File: src/rtl/core/cfd_pkg.sv
// Shared types, constants and the CRC-16/XMODEM byte update for the deframer.
// No dependencies; imported by every module of the block.
package cfd_pkg;

    localparam int LEN_W = 11;
    localparam int OFF_W = 10;
    localparam int CRC_W = 16;

    localparam logic [LEN_W-1:0] PAYLOAD_LIMIT = 11'd1024;
    localparam logic [LEN_W-1:0] MAX_LEN_RESET = 11'd1024;
    localparam logic [LEN_W-1:0] REC_BYTES_RESET = 11'd76;

    localparam logic [7:0] SYNC_A = 8'h5A;
    localparam logic [7:0] SYNC_B = 8'hA5;
    localparam logic [7:0] TAG_BYTE = 8'h91;
    localparam logic [CRC_W-1:0] CRC_POLY = 16'h1021;

    // Configuration register indexes
    localparam int CFG_IDX_W = 1;
    localparam logic [CFG_IDX_W-1:0] CFG_MAX_LEN = 1'b0;
    localparam logic [CFG_IDX_W-1:0] CFG_REC_BYTES = 1'b1;

    typedef struct packed {
        logic [7:0]       payload_byte;
        logic [OFF_W-1:0] byte_offset;
        logic             data_valid;
        logic             last;
        logic [LEN_W-1:0] payload_length;
        logic             crc_ok;
        logic             record_found;
        logic [OFF_W-1:0] record_offset;
    } cfd_result_t;

    // One byte through CRC-16/XMODEM, MSB first, unrolled over 8 bit steps.
    function automatic logic [CRC_W-1:0] crc_byte(input logic [CRC_W-1:0] crc,
                                                  input logic [7:0] b);
        logic [CRC_W-1:0] c;
        c = crc ^ {b, 8'h00};
        for (int k = 0; k < 8; k++)
        begin
            c = c[CRC_W-1] ? ({c[CRC_W-2:0], 1'b0} ^ CRC_POLY) : {c[CRC_W-2:0], 1'b0};
        end
        return c;
    endfunction

endpackage

File: src/rtl/core/cfd_parser.sv
// Frame parser: sync hunt, length/CRC header, payload tracking, record tag search.
// Depends on cfd_pkg. Produces at most one result per accepted byte.
module cfd_parser
    import cfd_pkg::*;
(
    input  logic                 clk,
    input  logic                 rst_n,
    input  logic                 accept,
    input  logic [7:0]           rx_byte,
    input  logic                 cfg_write_en,
    input  logic [CFG_IDX_W-1:0] cfg_index,
    input  logic [LEN_W-1:0]     cfg_data,
    output logic                 res_valid,
    output cfd_result_t          res
);

    typedef enum logic [2:0] {
        PH_HUNT,
        PH_SYNC_B,
        PH_LEN_LO,
        PH_LEN_HI,
        PH_CRC_LO,
        PH_CRC_HI,
        PH_PAYLOAD
    } phase_t;

    phase_t           phase_reg, phase_next;
    logic [7:0]       len_lo_reg, len_lo_next;
    logic [LEN_W-1:0] frame_len_reg, frame_len_next;
    logic [CRC_W-1:0] rx_crc_reg, rx_crc_next;
    logic [CRC_W-1:0] run_crc_reg, run_crc_next;
    logic [LEN_W-1:0] pay_cnt_reg, pay_cnt_next;
    logic [OFF_W-1:0] tag_off_reg, tag_off_next;
    logic             tag_seen_reg, tag_seen_next;
    logic [LEN_W-1:0] max_len_reg;
    logic [LEN_W-1:0] rec_bytes_reg;

    logic [LEN_W-1:0] lim;
    logic [15:0]      len_word;
    logic [LEN_W:0]   fit_sum;
    logic             tag_fits;
    logic [CRC_W-1:0] crc_upd;
    logic [CRC_W-1:0] crc_sync_a;

    assign lim        = (max_len_reg > PAYLOAD_LIMIT) ? PAYLOAD_LIMIT : max_len_reg;
    assign len_word   = {rx_byte, len_lo_reg};
    assign fit_sum    = {2'b00, pay_cnt_reg[OFF_W-1:0]} + {1'b0, rec_bytes_reg};
    assign tag_fits   = fit_sum <= {1'b0, frame_len_reg};
    assign crc_upd    = crc_byte(run_crc_reg, rx_byte);
    assign crc_sync_a = crc_byte('0, SYNC_A);

    always_comb
    begin
        phase_next     = phase_reg;
        len_lo_next    = len_lo_reg;
        frame_len_next = frame_len_reg;
        rx_crc_next    = rx_crc_reg;
        run_crc_next   = run_crc_reg;
        pay_cnt_next   = pay_cnt_reg;
        tag_off_next   = tag_off_reg;
        tag_seen_next  = tag_seen_reg;
        res_valid      = 1'b0;
        res            = '0;

        case (phase_reg)
            PH_SYNC_B:
            begin
                if (rx_byte == SYNC_B)
                begin
                    run_crc_next = crc_upd;
                    phase_next   = PH_LEN_LO;
                end
                else if (rx_byte == SYNC_A)
                begin
                    run_crc_next = crc_sync_a;
                    phase_next   = PH_SYNC_B;
                end
                else
                begin
                    phase_next = PH_HUNT;
                end
            end
            PH_LEN_LO:
            begin
                len_lo_next  = rx_byte;
                run_crc_next = crc_upd;
                phase_next   = PH_LEN_HI;
            end
            PH_LEN_HI:
            begin
                if (len_word > {5'b0, lim})
                begin
                    // abort: rescan the two length bytes as sync
                    if (len_lo_reg == SYNC_A && rx_byte == SYNC_B)
                    begin
                        run_crc_next = crc_byte(crc_sync_a, SYNC_B);
                        phase_next   = PH_LEN_LO;
                    end
                    else if (rx_byte == SYNC_A)
                    begin
                        run_crc_next = crc_sync_a;
                        phase_next   = PH_SYNC_B;
                    end
                    else
                    begin
                        phase_next = PH_HUNT;
                    end
                end
                else
                begin
                    frame_len_next = len_word[LEN_W-1:0];
                    run_crc_next   = crc_upd;
                    phase_next     = PH_CRC_LO;
                end
            end
            PH_CRC_LO:
            begin
                rx_crc_next = {8'h00, rx_byte};
                phase_next  = PH_CRC_HI;
            end
            PH_CRC_HI:
            begin
                rx_crc_next   = {rx_byte, rx_crc_reg[7:0]};
                pay_cnt_next  = '0;
                tag_seen_next = 1'b0;
                tag_off_next  = '0;
                if (frame_len_reg == '0)
                begin
                    // empty frame end marker
                    res_valid          = 1'b1;
                    res.last           = 1'b1;
                    res.payload_length = frame_len_reg;
                    res.crc_ok         = (run_crc_reg == {rx_byte, rx_crc_reg[7:0]});
                    phase_next         = PH_HUNT;
                end
                else
                begin
                    phase_next = PH_PAYLOAD;
                end
            end
            PH_PAYLOAD:
            begin
                run_crc_next = crc_upd;
                if (!tag_seen_reg && rx_byte == TAG_BYTE && tag_fits)
                begin
                    tag_seen_next = 1'b1;
                    tag_off_next  = pay_cnt_reg[OFF_W-1:0];
                end
                pay_cnt_next       = pay_cnt_reg + 1'b1;
                res_valid          = 1'b1;
                res.payload_byte   = rx_byte;
                res.byte_offset    = pay_cnt_reg[OFF_W-1:0];
                res.data_valid     = 1'b1;
                res.payload_length = frame_len_reg;
                if (pay_cnt_next >= frame_len_reg)
                begin
                    res.last          = 1'b1;
                    res.crc_ok        = (crc_upd == rx_crc_reg);
                    res.record_found  = tag_seen_next;
                    res.record_offset = tag_seen_next ? tag_off_next : '0;
                    phase_next        = PH_HUNT;
                end
            end
            default:
            begin
                // hunting, and any stray phase code
                if (rx_byte == SYNC_A)
                begin
                    run_crc_next = crc_sync_a;
                    phase_next   = PH_SYNC_B;
                end
                else
                begin
                    phase_next = PH_HUNT;
                end
            end
        endcase
    end

    always_ff @(posedge clk or negedge rst_n)
    begin
        if (!rst_n)
        begin
            phase_reg     <= PH_HUNT;
            len_lo_reg    <= '0;
            frame_len_reg <= '0;
            rx_crc_reg    <= '0;
            run_crc_reg   <= '0;
            pay_cnt_reg   <= '0;
            tag_off_reg   <= '0;
            tag_seen_reg  <= 1'b0;
            max_len_reg   <= MAX_LEN_RESET;
            rec_bytes_reg <= REC_BYTES_RESET;
        end
        else
        begin
            if (accept)
            begin
                phase_reg     <= phase_next;
                len_lo_reg    <= len_lo_next;
                frame_len_reg <= frame_len_next;
                rx_crc_reg    <= rx_crc_next;
                run_crc_reg   <= run_crc_next;
                pay_cnt_reg   <= pay_cnt_next;
                tag_off_reg   <= tag_off_next;
                tag_seen_reg  <= tag_seen_next;
            end
            if (cfg_write_en)
            begin
                case (cfg_index)
                    CFG_MAX_LEN:   max_len_reg   <= cfg_data;
                    CFG_REC_BYTES: rec_bytes_reg <= cfg_data;
                    default:       ;
                endcase
            end
        end
    end

`ifndef ASSERT_OFF
    a_marker_is_last: assert property (@(posedge clk) disable iff (!rst_n)
        (res_valid && !res.data_valid) |-> (res.last && !res.record_found))
        else $error("end marker without last");

    a_count_in_frame: assert property (@(posedge clk) disable iff (!rst_n)
        (phase_reg == PH_PAYLOAD) |-> (pay_cnt_reg < frame_len_reg))
        else $error("payload count ran past frame length");

    a_last_offset: assert property (@(posedge clk) disable iff (!rst_n)
        (res_valid && res.data_valid && res.last)
        |-> ({1'b0, res.byte_offset} + 1'b1 == res.payload_length))
        else $error("last payload byte at wrong offset");

    a_tag_fits: assert property (@(posedge clk) disable iff (!rst_n)
        (accept && phase_reg == PH_PAYLOAD && !tag_seen_reg) |=>
        (!tag_seen_reg || tag_off_reg == $past(pay_cnt_reg[OFF_W-1:0])))
        else $error("record tag offset not taken from current byte");
`endif

endmodule

File: src/rtl/core/cfd_out_reg.sv
// Result register between the parser and the output channel.
// Depends on cfd_pkg. Takes a new byte whenever the held result leaves or is empty.
module cfd_out_reg
    import cfd_pkg::*;
(
    input  logic        clk,
    input  logic        rst_n,
    input  logic        in_valid,
    output logic        in_ready,
    input  logic        res_valid,
    input  cfd_result_t res,
    output logic        out_valid,
    input  logic        out_ready,
    output cfd_result_t res_q
);

    logic        valid_reg, valid_next;
    cfd_result_t data_reg;
    logic        load;

    assign in_ready  = !valid_reg || out_ready;
    assign load      = in_valid && in_ready;
    assign out_valid = valid_reg;
    assign res_q     = data_reg;

    always_comb
    begin
        valid_next = valid_reg;
        if (load)
            valid_next = res_valid;
        else if (out_ready)
            valid_next = 1'b0;
    end

    always_ff @(posedge clk or negedge rst_n)
    begin
        if (!rst_n)
            valid_reg <= 1'b0;
        else
            valid_reg <= valid_next;
    end

    always_ff @(posedge clk)
    begin
        if (load && res_valid)
            data_reg <= res;
    end

endmodule

File: src/rtl/core/crc_checked_frame_deframer_core.sv
// Sync/length/CRC-16 deframer for a serial byte stream.
// Channels: rx_byte beats in on in_valid/in_ready; one result beat per payload
//   byte (or one end marker for an empty frame) out on out_valid/out_ready.
// Frame: 0x5A 0xA5, length (LE 16), CRC-16/XMODEM (LE 16), payload.
//   The CRC covers sync, length and payload. The last beat of a frame carries
//   crc_ok and the offset of the first 0x91 record tag that fits a full record.
//   A length above max_payload_len (capped at 1024) aborts the frame and the
//   length bytes are rescanned as sync.
// Output: each result is registered and appears in the cycle after the byte that causes it.
// Throughput: one byte per cycle while in_ready is high; the next parser state and
//   the CRC byte update (eight unrolled bit steps) are combinational.
// Stall: the result register holds its beat while out_ready is low; in_ready
//   stays high as long as the held beat is leaving or the register is empty.
// Reset: hunting for sync, output empty, max_payload_len 1024, record_bytes 76.
// Config: cfg_write_en with cfg_index (0 max_payload_len, 1 record_bytes)
//   writes cfg_data; write only while no frame is in flight.
module crc_checked_frame_deframer_core
    import cfd_pkg::*;
(
    input  logic                 clk,
    input  logic                 rst_n,
    // byte input
    input  logic                 in_valid,
    output logic                 in_ready,
    input  logic [7:0]           rx_byte,
    // result output
    output logic                 out_valid,
    input  logic                 out_ready,
    output logic [7:0]           payload_byte,
    output logic [OFF_W-1:0]     byte_offset,
    output logic                 data_valid,
    output logic                 last,
    output logic [LEN_W-1:0]     payload_length,
    output logic                 crc_ok,
    output logic                 record_found,
    output logic [OFF_W-1:0]     record_offset,
    // configuration
    input  logic                 cfg_write_en,
    input  logic [CFG_IDX_W-1:0] cfg_index,
    input  logic [LEN_W-1:0]     cfg_data
);

    logic        accept;
    logic        res_valid;
    cfd_result_t res;
    cfd_result_t res_q;

    // byte is consumed by the parser exactly when the input beat completes
    assign accept = in_valid && in_ready;

    cfd_parser u_parser (
        .clk          (clk),
        .rst_n        (rst_n),
        .accept       (accept),
        .rx_byte      (rx_byte),
        .cfg_write_en (cfg_write_en),
        .cfg_index    (cfg_index),
        .cfg_data     (cfg_data),
        .res_valid    (res_valid),
        .res          (res)
    );

    cfd_out_reg u_out_reg (
        .clk       (clk),
        .rst_n     (rst_n),
        .in_valid  (in_valid),
        .in_ready  (in_ready),
        .res_valid (res_valid),
        .res       (res),
        .out_valid (out_valid),
        .out_ready (out_ready),
        .res_q     (res_q)
    );

    assign payload_byte   = res_q.payload_byte;
    assign byte_offset    = res_q.byte_offset;
    assign data_valid     = res_q.data_valid;
    assign last           = res_q.last;
    assign payload_length = res_q.payload_length;
    assign crc_ok         = res_q.crc_ok;
    assign record_found   = res_q.record_found;
    assign record_offset  = res_q.record_offset;

endmodule

File: config.mk
export PLATFORM = sky130hd
export DESIGN_NAME = crc_checked_frame_deframer_core
export DESIGN_NICKNAME = d
export VERILOG_FILES = /design/src/rtl/core/cfd_pkg.sv /design/src/rtl/core/cfd_parser.sv /design/src/rtl/core/cfd_out_reg.sv /design/src/rtl/core/crc_checked_frame_deframer_core.sv
export SDC_FILE = /design/constraint.sdc
export NUM_CORES = 1
export LEC_CHECK = 0
export BUFFER_PORTS_ARGS = -buffer_cell sky130_fd_sc_hd__buf_2
export CAP_MARGIN = 0
export CORE_MARGIN = 4
export CORE_UTILIZATION = 57
export CTS_CLUSTER_SIZE = 8
export DETAILED_ROUTE_END_ITERATION = 12
export HOLD_SLACK_MARGIN = 0.15
export PLACE_DENSITY_LB_ADDON = 0.2
export SETUP_SLACK_MARGIN = 0.3
export SLEW_MARGIN = 30
export SYNTH_ARGS = -nofsm -noshare
export SYNTH_HDL_FRONTEND = slang
export SYNTH_SLANG_ARGS = --single-unit
File: constraint.sdc
create_clock -name clk -period 4.9 [get_ports clk]
set_input_delay 0.735 -clock clk [delete_from_list [all_inputs] [get_ports clk]]
set_output_delay 0.735 -clock clk [all_outputs]
set_load 0.05 [all_outputs]
==> metrics.txt, run 1 <==
multi-input logic area 0.004060 mm^2; row cnt 43; Worst Skew 0.007041 ns; Clock transition at path regs 0.06 ns; Max Cap Viol 0; routability cong. 0.9689; status completed; area share of the largest cell type after synthesis 29.36%; Slew headroom 34.96%; CP max FO 10; Setup WS post-layout 0.5648 ns; core area 0.01388 mm^2; leakage power 3.936 nW; initial antenna violation count 0; sw frac 37.14%; fmax 230.7 MHz; YS warnings 0; layout cells sized above 1 23.69%; Avg Inst Size Synth 10.84 um^2; total CTS buffers 17; Hold-fix buffers, CTS 0; global-route wire length before repair 33940 um; cell with the most instances after synthesis dfrtp_1; Int Power 2.809 mW; Sink Count 142; Worst-Margin Slew 0.9667 ns; CTS tree built; DRT iter0 DRCs 618; clk_lat worst skew 0.42 ns; Synth Flop Type dfrtp_1; net load switching power 1.660 mW; Seq/Total Area, Yosys 46.60%; Critical Path RT 5.20 ns; area delta synth->final 13.40%; mapped cell area 0.008098 mm^2; Power Density 486.6 mW/mm^2; post-synthesis sequential element count 142; unrepaired setup endpoints after global routing false; hold_ws 0.4065 ns; fillers 1072; final core utilization 66.15%; TritonRoute pass-1 iters 7; die height 127.2 um; register area 0.003775 mm^2; Critical Path Source Type flop; routed via count 6413; grt ovf 0; Initial Utilization 58.34%; Hold Path Class input pin to async pin; max reg flops 43; Total Die Area 0.01618 mm^2; VDD IR max 0.2625 mV; part of the power in combinational logic 34.8%; Reg power frac 36.6%; vias in the first global route 6274; largest area contributor in the netlist dfrtp_1; CP arrival 4.64 ns; DR WL/cell 21.40 um; Cell variety after synth 69; Final Hold Viols 0; clock power share 28.6%; number of diodes 0; post-DP HPWL 15330 um; Setup crit end kind flop; Setup Slack @ Placement 0.3917 ns; GRT Util Overall 26.99%; EDFF count, synth 43; Via density 6.419; CTS HTree Levels 4; Max Buffers Root-to-Sink 2; Period minus WS final 4.335 ns; Syn Nets 817; Synth top cells by count 95 x dfrtp_1, 63 x nor2_1, 48 x mux2_2; Synth area leaders dfrtp_1 29%, edfxtp_1 16%, ha_1 6.8%; fin. max-slew vios 0; IO buf count 69; count of final setup violators 0; IO Count 70; Root Driver clkbuf_16; total negative slack 0 ns; Synth Instances 747; kind of critical path flop to flop; fin crit share 88.47%; ANT nets after route 0; ys async rst share 69.72%; largest net degree at the start of global routing 61; drt drc 0; total wire length 21380 um; Die X 127.2 um; # nets final 876
[power groups by stage]
stage,clock network (mW),registers [mW],logic [mW]
4_1_cts,1.29,1.63,1.54
2_1_floorplan,0,1.54,1.24
3_5_place_dp,0,1.65,1.51
6_report,1.28,1.64,1.55
5_1_grt,1.35,1.66,1.70
3_3_place_gp,0,1.64,1.46
[area by class of cell]
cell class,count,area share (%)
clock buffers,18,4.674
clock inverters,14,1.662
inverters,32,1.308
multi-input cells,534,44.22
flip-flops and latches,142,41.11
well taps,180,2.453
repair buffers,79,4.578
[metrics by stage]
step                power (mW)  instances  cell area (um^2)
finish                   4.468        999              9183
CTS                      4.450        995              9140
global route             4.702        999              9183
detailed placement       3.154        963              8558
floorplan                2.772        747              8098
global placement         3.105        963              8558
[worst paths after layout]
kind | startpoint | to | slack, ns | cells after the start
worst max-delay path | u_parser.pay_cnt_reg[0]$_DFFE_PN0P_ | u_parser.tag_off_reg[5]$_DFFE_PN0P_ | 0.56 | 17
worst min-delay path | rst_n | u_parser.rx_crc_reg[3]$_DFFE_PN0P_ | 0.41 | 1
worst max register to register | u_parser.pay_cnt_reg[0]$_DFFE_PN0P_ | u_parser.tag_off_reg[5]$_DFFE_PN0P_ | 0.56 | 17
worst min register to register | u_parser.tag_off_reg[4]$_DFFE_PN0P_ | u_parser.tag_off_reg[4]$_DFFE_PN0P_ | 0.51 | 1
max in group asynchronous | rst_n | u_parser.len_lo_reg[3]$_DFFE_PN0P_ | 3.46 | 2
min in group clk | u_parser.tag_off_reg[4]$_DFFE_PN0P_ | u_parser.tag_off_reg[4]$_DFFE_PN0P_ | 0.51 | 1
[worst max-delay path, cell delays in order, from the launching register on]
cell	delay (ns)
dfrtp_2	0.49
ha_1	0.22
inv_1	0.07
fa_1	0.42
nor2b_1	0.13
o21ai_0	0.10
a21boi_0	0.29
o21ai_0	0.16
a21oi_1	0.26
xor2_1	0.20
ha_1	0.26
a21o_1	0.17
a211oi_1	0.26
o21ai_0	0.12
o21ai_0	0.17
o311ai_1	0.27
a31o_2	0.41
a22o_1	0.21
[cell families after synthesis]
family                     Yosys count  share of synthesized area [%]
and+or+nand+nor                    207                          12.81
muxes                               49                          6.799
buffers and inverters               71                          3.523
DFF                                142                          46.60
AOI/OAI and AO/OA                  172                          15.05
adders and majority gates           45                          7.046
xor gates and xnor gates            61                          8.174
[repair_timing]
item | CTS | global route
gates resized for setup | 0 | 3
endpoints found under the hold margin | 0 | 0
setup endpoints to repair | 0 | 21
setup buffers | 0 | 3
[placed cells by master, fill, tap and decap left out, types with 14 or more instances in the layout]
master | netlist | final
nand2_1 | 38 | 38
edfxtp_1 | 43 | 43
nor3_1 | 17 | 17
ha_1 | 44 | 44
a21oi_1 | 35 | 35
a22o_1 | 27 | 27
xor2_1 | 17 | 17
buf_2 | 7 | 69
o21ai_0 | 34 | 34
nand3_1 | 14 | 14
inv_1 | 32 | 32
xnor2_1 | 33 | 33
dfrtp_1 | 95 | 94
and3_1 | 21 | 21
mux2_2 | 48 | 48
clkbuf_16 | 0 | 17
nor2_1 | 63 | 60
[per-layer routing]
metal	GRT usage (%)	part of all wire [%]
met4	8.707	2.4
met3	5.184	8.9
met2	42.96	46
met1	37.65	42
met5	0	0
Note: power is estimated with default switching activity, not from simulation.
==> inputs of run 2 (changes only) <==
--- a/config.mk
+++ b/config.mk
@@ -7,8 +7,7 @@
 export LEC_CHECK = 0
 export BUFFER_PORTS_ARGS = -buffer_cell sky130_fd_sc_hd__buf_2
 export CAP_MARGIN = 0
-export CORE_MARGIN = 4
-export CORE_UTILIZATION = 57
+export CORE_UTILIZATION = 55
 export CTS_CLUSTER_SIZE = 8
 export DETAILED_ROUTE_END_ITERATION = 12
 export HOLD_SLACK_MARGIN = 0.15
==> constraint.sdc (replaced) <==
create_clock -name clk -period 3.8 [get_ports clk]
set_input_delay 0.57 -clock clk [delete_from_list [all_inputs] [get_ports clk]]
set_output_delay 0.57 -clock clk [all_outputs]
set_load 0.05 [all_outputs]
==> metrics.txt, run 2 (synthesis results as in run 1) <==
clock power share 29.0%; IO Count 70; multi-input logic area 0.004178 mm^2; CP arrival 3.86 ns; Setup crit end kind flop; Reg power frac 36.1%; total negative slack 0 ns; Worst-Margin Slew 0.9187 ns; post-DP HPWL 15010 um; vias in the first global route 6083; status completed; DR WL/cell 20.37 um; Initial Utilization 57.45%; row cnt 43; Power Density 618.5 mW/mm^2; worst-case reg-to-reg path depth 17; Max Cap Viol 0; largest net degree at the start of global routing 65; leakage power 4.073 nW; routability cong. 0.9203; clk_lat worst skew 0.43 ns; fmax 281.9 MHz; worst setup path startpoint u_parser.rec_bytes_reg[0]$_DFFE_PN0P_; Clock transition at path regs 0.06 ns; Worst Path Buf+Inv 1; core area 0.01410 mm^2; Root Driver clkbuf_16; CP most frequent cell o21ai_1; total wire length 20800 um; initial antenna violation count 0; unrepaired setup endpoints after global routing true; Top delay family on crit path compound AO/OA/AOI/OAI gates; Int Power 3.701 mW; Worst Skew 0.008854 ns; area delta synth->final 17.04%; kind of critical path flop to flop; max incr delay on CP 0.39 ns; Final Hold Viols 0; GRT Util Overall 29.01%; max reg flops 43; Max Buffers Root-to-Sink 2; IO buf count 69; most common cell after layout, fill and taps aside dfrtp_1; total CTS buffers 17; register area 0.003775 mm^2; VDD IR max 0.3087 mV; die height 123.3 um; WP depth 17; highest-count cells in the layout ignoring fill and taps 94 x dfrtp_1, 68 x buf_2, 60 x nor2_1; Critical Path Source Type flop; fin crit share 93.34%; Slew headroom 38.63%; Total Die Area 0.01521 mm^2; fin. max-slew vios 0; DRT iter0 DRCs 556; CP max-delay cell dfrtp_1; final instance area 0.009478 mm^2; global-route wire length before repair 32580 um; Period minus WS final 3.547 ns; fillers 1064; number of diodes 0; TritonRoute pass-1 iters 5; # nets final 898; post-place instance area 0.008687 mm^2; Critical Path RT 4.12 ns; part of the power in combinational logic 34.9%; Sink Count 142; layout cells sized above 1 26.75%; net load switching power 2.161 mW; power consumption 5.862 mW; Hold Path Class input pin to async pin; CTS HTree Levels 4; critical path cell sequence ha_4 -> inv_2 -> fa_2 -> nor2b_1 -> o21ai_1 -> a21boi_1 -> o21ai_1 -> a21oi_2 -> xor2_1 -> ha_1 -> a21o_1 -> a211oi_2 -> o21ai_1 -> o21ai_2 -> o311ai_4 -> a31o_2 -> a22o_1; CP max FO 5; routed via count 6390; drt drc 0; sw frac 36.86%; Reg-to-Reg Start u_parser.rec_bytes_reg[0]$_DFFE_PN0P_; grt ovf 0; count of final setup violators 0; Die X 123.3 um; CTS tree built; ANT nets after route 0; Via density 6.259
-- run 2: changes by cell type in the layout (fill, tap and decap cells not counted), sizes merged --
cell / before / now
a31o: 2 / 3
buf: 79 / 100
bufinv: 2 / 3
clkinv: 2 / 5
clkinvlp: 4 / 1
inv: 38 / 37
-- run 2: metrics by stage --
step           cells  hold WS (ns)  worst slack [ns]  util (%)
2_1_floorplan    747        0.2744            0.3150         -
3_3_place_gp     977        0.4849          0.003995     61.63
3_5_place_dp     977        0.4872           -0.1184     61.63
4_1_cts         1017        0.2669            0.3017     66.81
5_1_grt         1021        0.2877            0.1086     67.24
6_report        1021        0.2312            0.2532     67.24
-- run 2: timing repair --
item	4_1_cts	5_1_grt
pin swaps	9	4
hold buffers	0	0
endpoints found under the hold margin	0	0
cloned	2	0
setup endpoints to repair	20	21
resized for setup	18	7
setup buffers	6	4
-- run 2: power by group through the flow --
stage | Sequential (mW) | Combinational [mW] | Clock (mW)
after global placement | 2.12 | 1.89 | 0
final | 2.11 | 2.04 | 1.70
after floorplan | 1.98 | 1.60 | 0
after global routing | 2.14 | 2.22 | 1.79
after detailed placement | 2.13 | 1.96 | 0
after CTS | 2.10 | 2.00 | 1.72
-- run 2: path summary, 6_finish.rpt --
check	endpoint	slack, ns
setup reg to reg	u_parser.tag_off_reg[9]$_DFFE_PN0P_	0.25
setup / recovery	u_parser.tag_off_reg[9]$_DFFE_PN0P_	0.25
hold reg to reg	u_parser.tag_off_reg[5]$_DFFE_PN0P_	0.50
hold / removal	u_parser.rx_crc_reg[7]$_DFFE_PN0P_	0.23
max in group asynchronous	u_parser.tag_off_reg[5]$_DFFE_PN0P_	2.70
min in group clk	u_parser.max_len_reg[10]$_DFFE_PN1P_	0.38
-- run 2: area by class of cell --
| type | instances | share of cell area (%) |
|---|---|---|
| clock buffers | 18 | 4.528 |
| inverters | 32 | 1.267 |
| well taps | 180 | 2.376 |
| repair buffers | 100 | 6.205 |
| flip-flops and latches | 142 | 39.83 |
| clock inverters | 14 | 1.716 |
| multi-input cells | 535 | 44.08 |
-- run 2: worst reg2reg max path, stage by stage, from the launching register on --
cell      delay (ns)
dfrtp_1         0.39
ha_4            0.15
inv_2           0.03
fa_2            0.34
nor2b_1         0.12
o21ai_1         0.08
a21boi_1        0.17
o21ai_1         0.12
a21oi_2         0.21
xor2_1          0.17
ha_1            0.26
a21o_1          0.18
a211oi_2        0.22
o21ai_1         0.11
o21ai_2         0.17
o311ai_4        0.20
a31o_2          0.32
a22o_1          0.19
-- run 2: layer usage --
layer / GRT usage [%] / vias up / part of all wire, %
met2: 42.77 / 290 / 45
met3: 7.011 / 34 / 7.9
li1: - / 2930 / -
met1: 41.69 / 3136 / 46
met4: 10.09 / 0 / 1.8
met5: 0 / - / 0
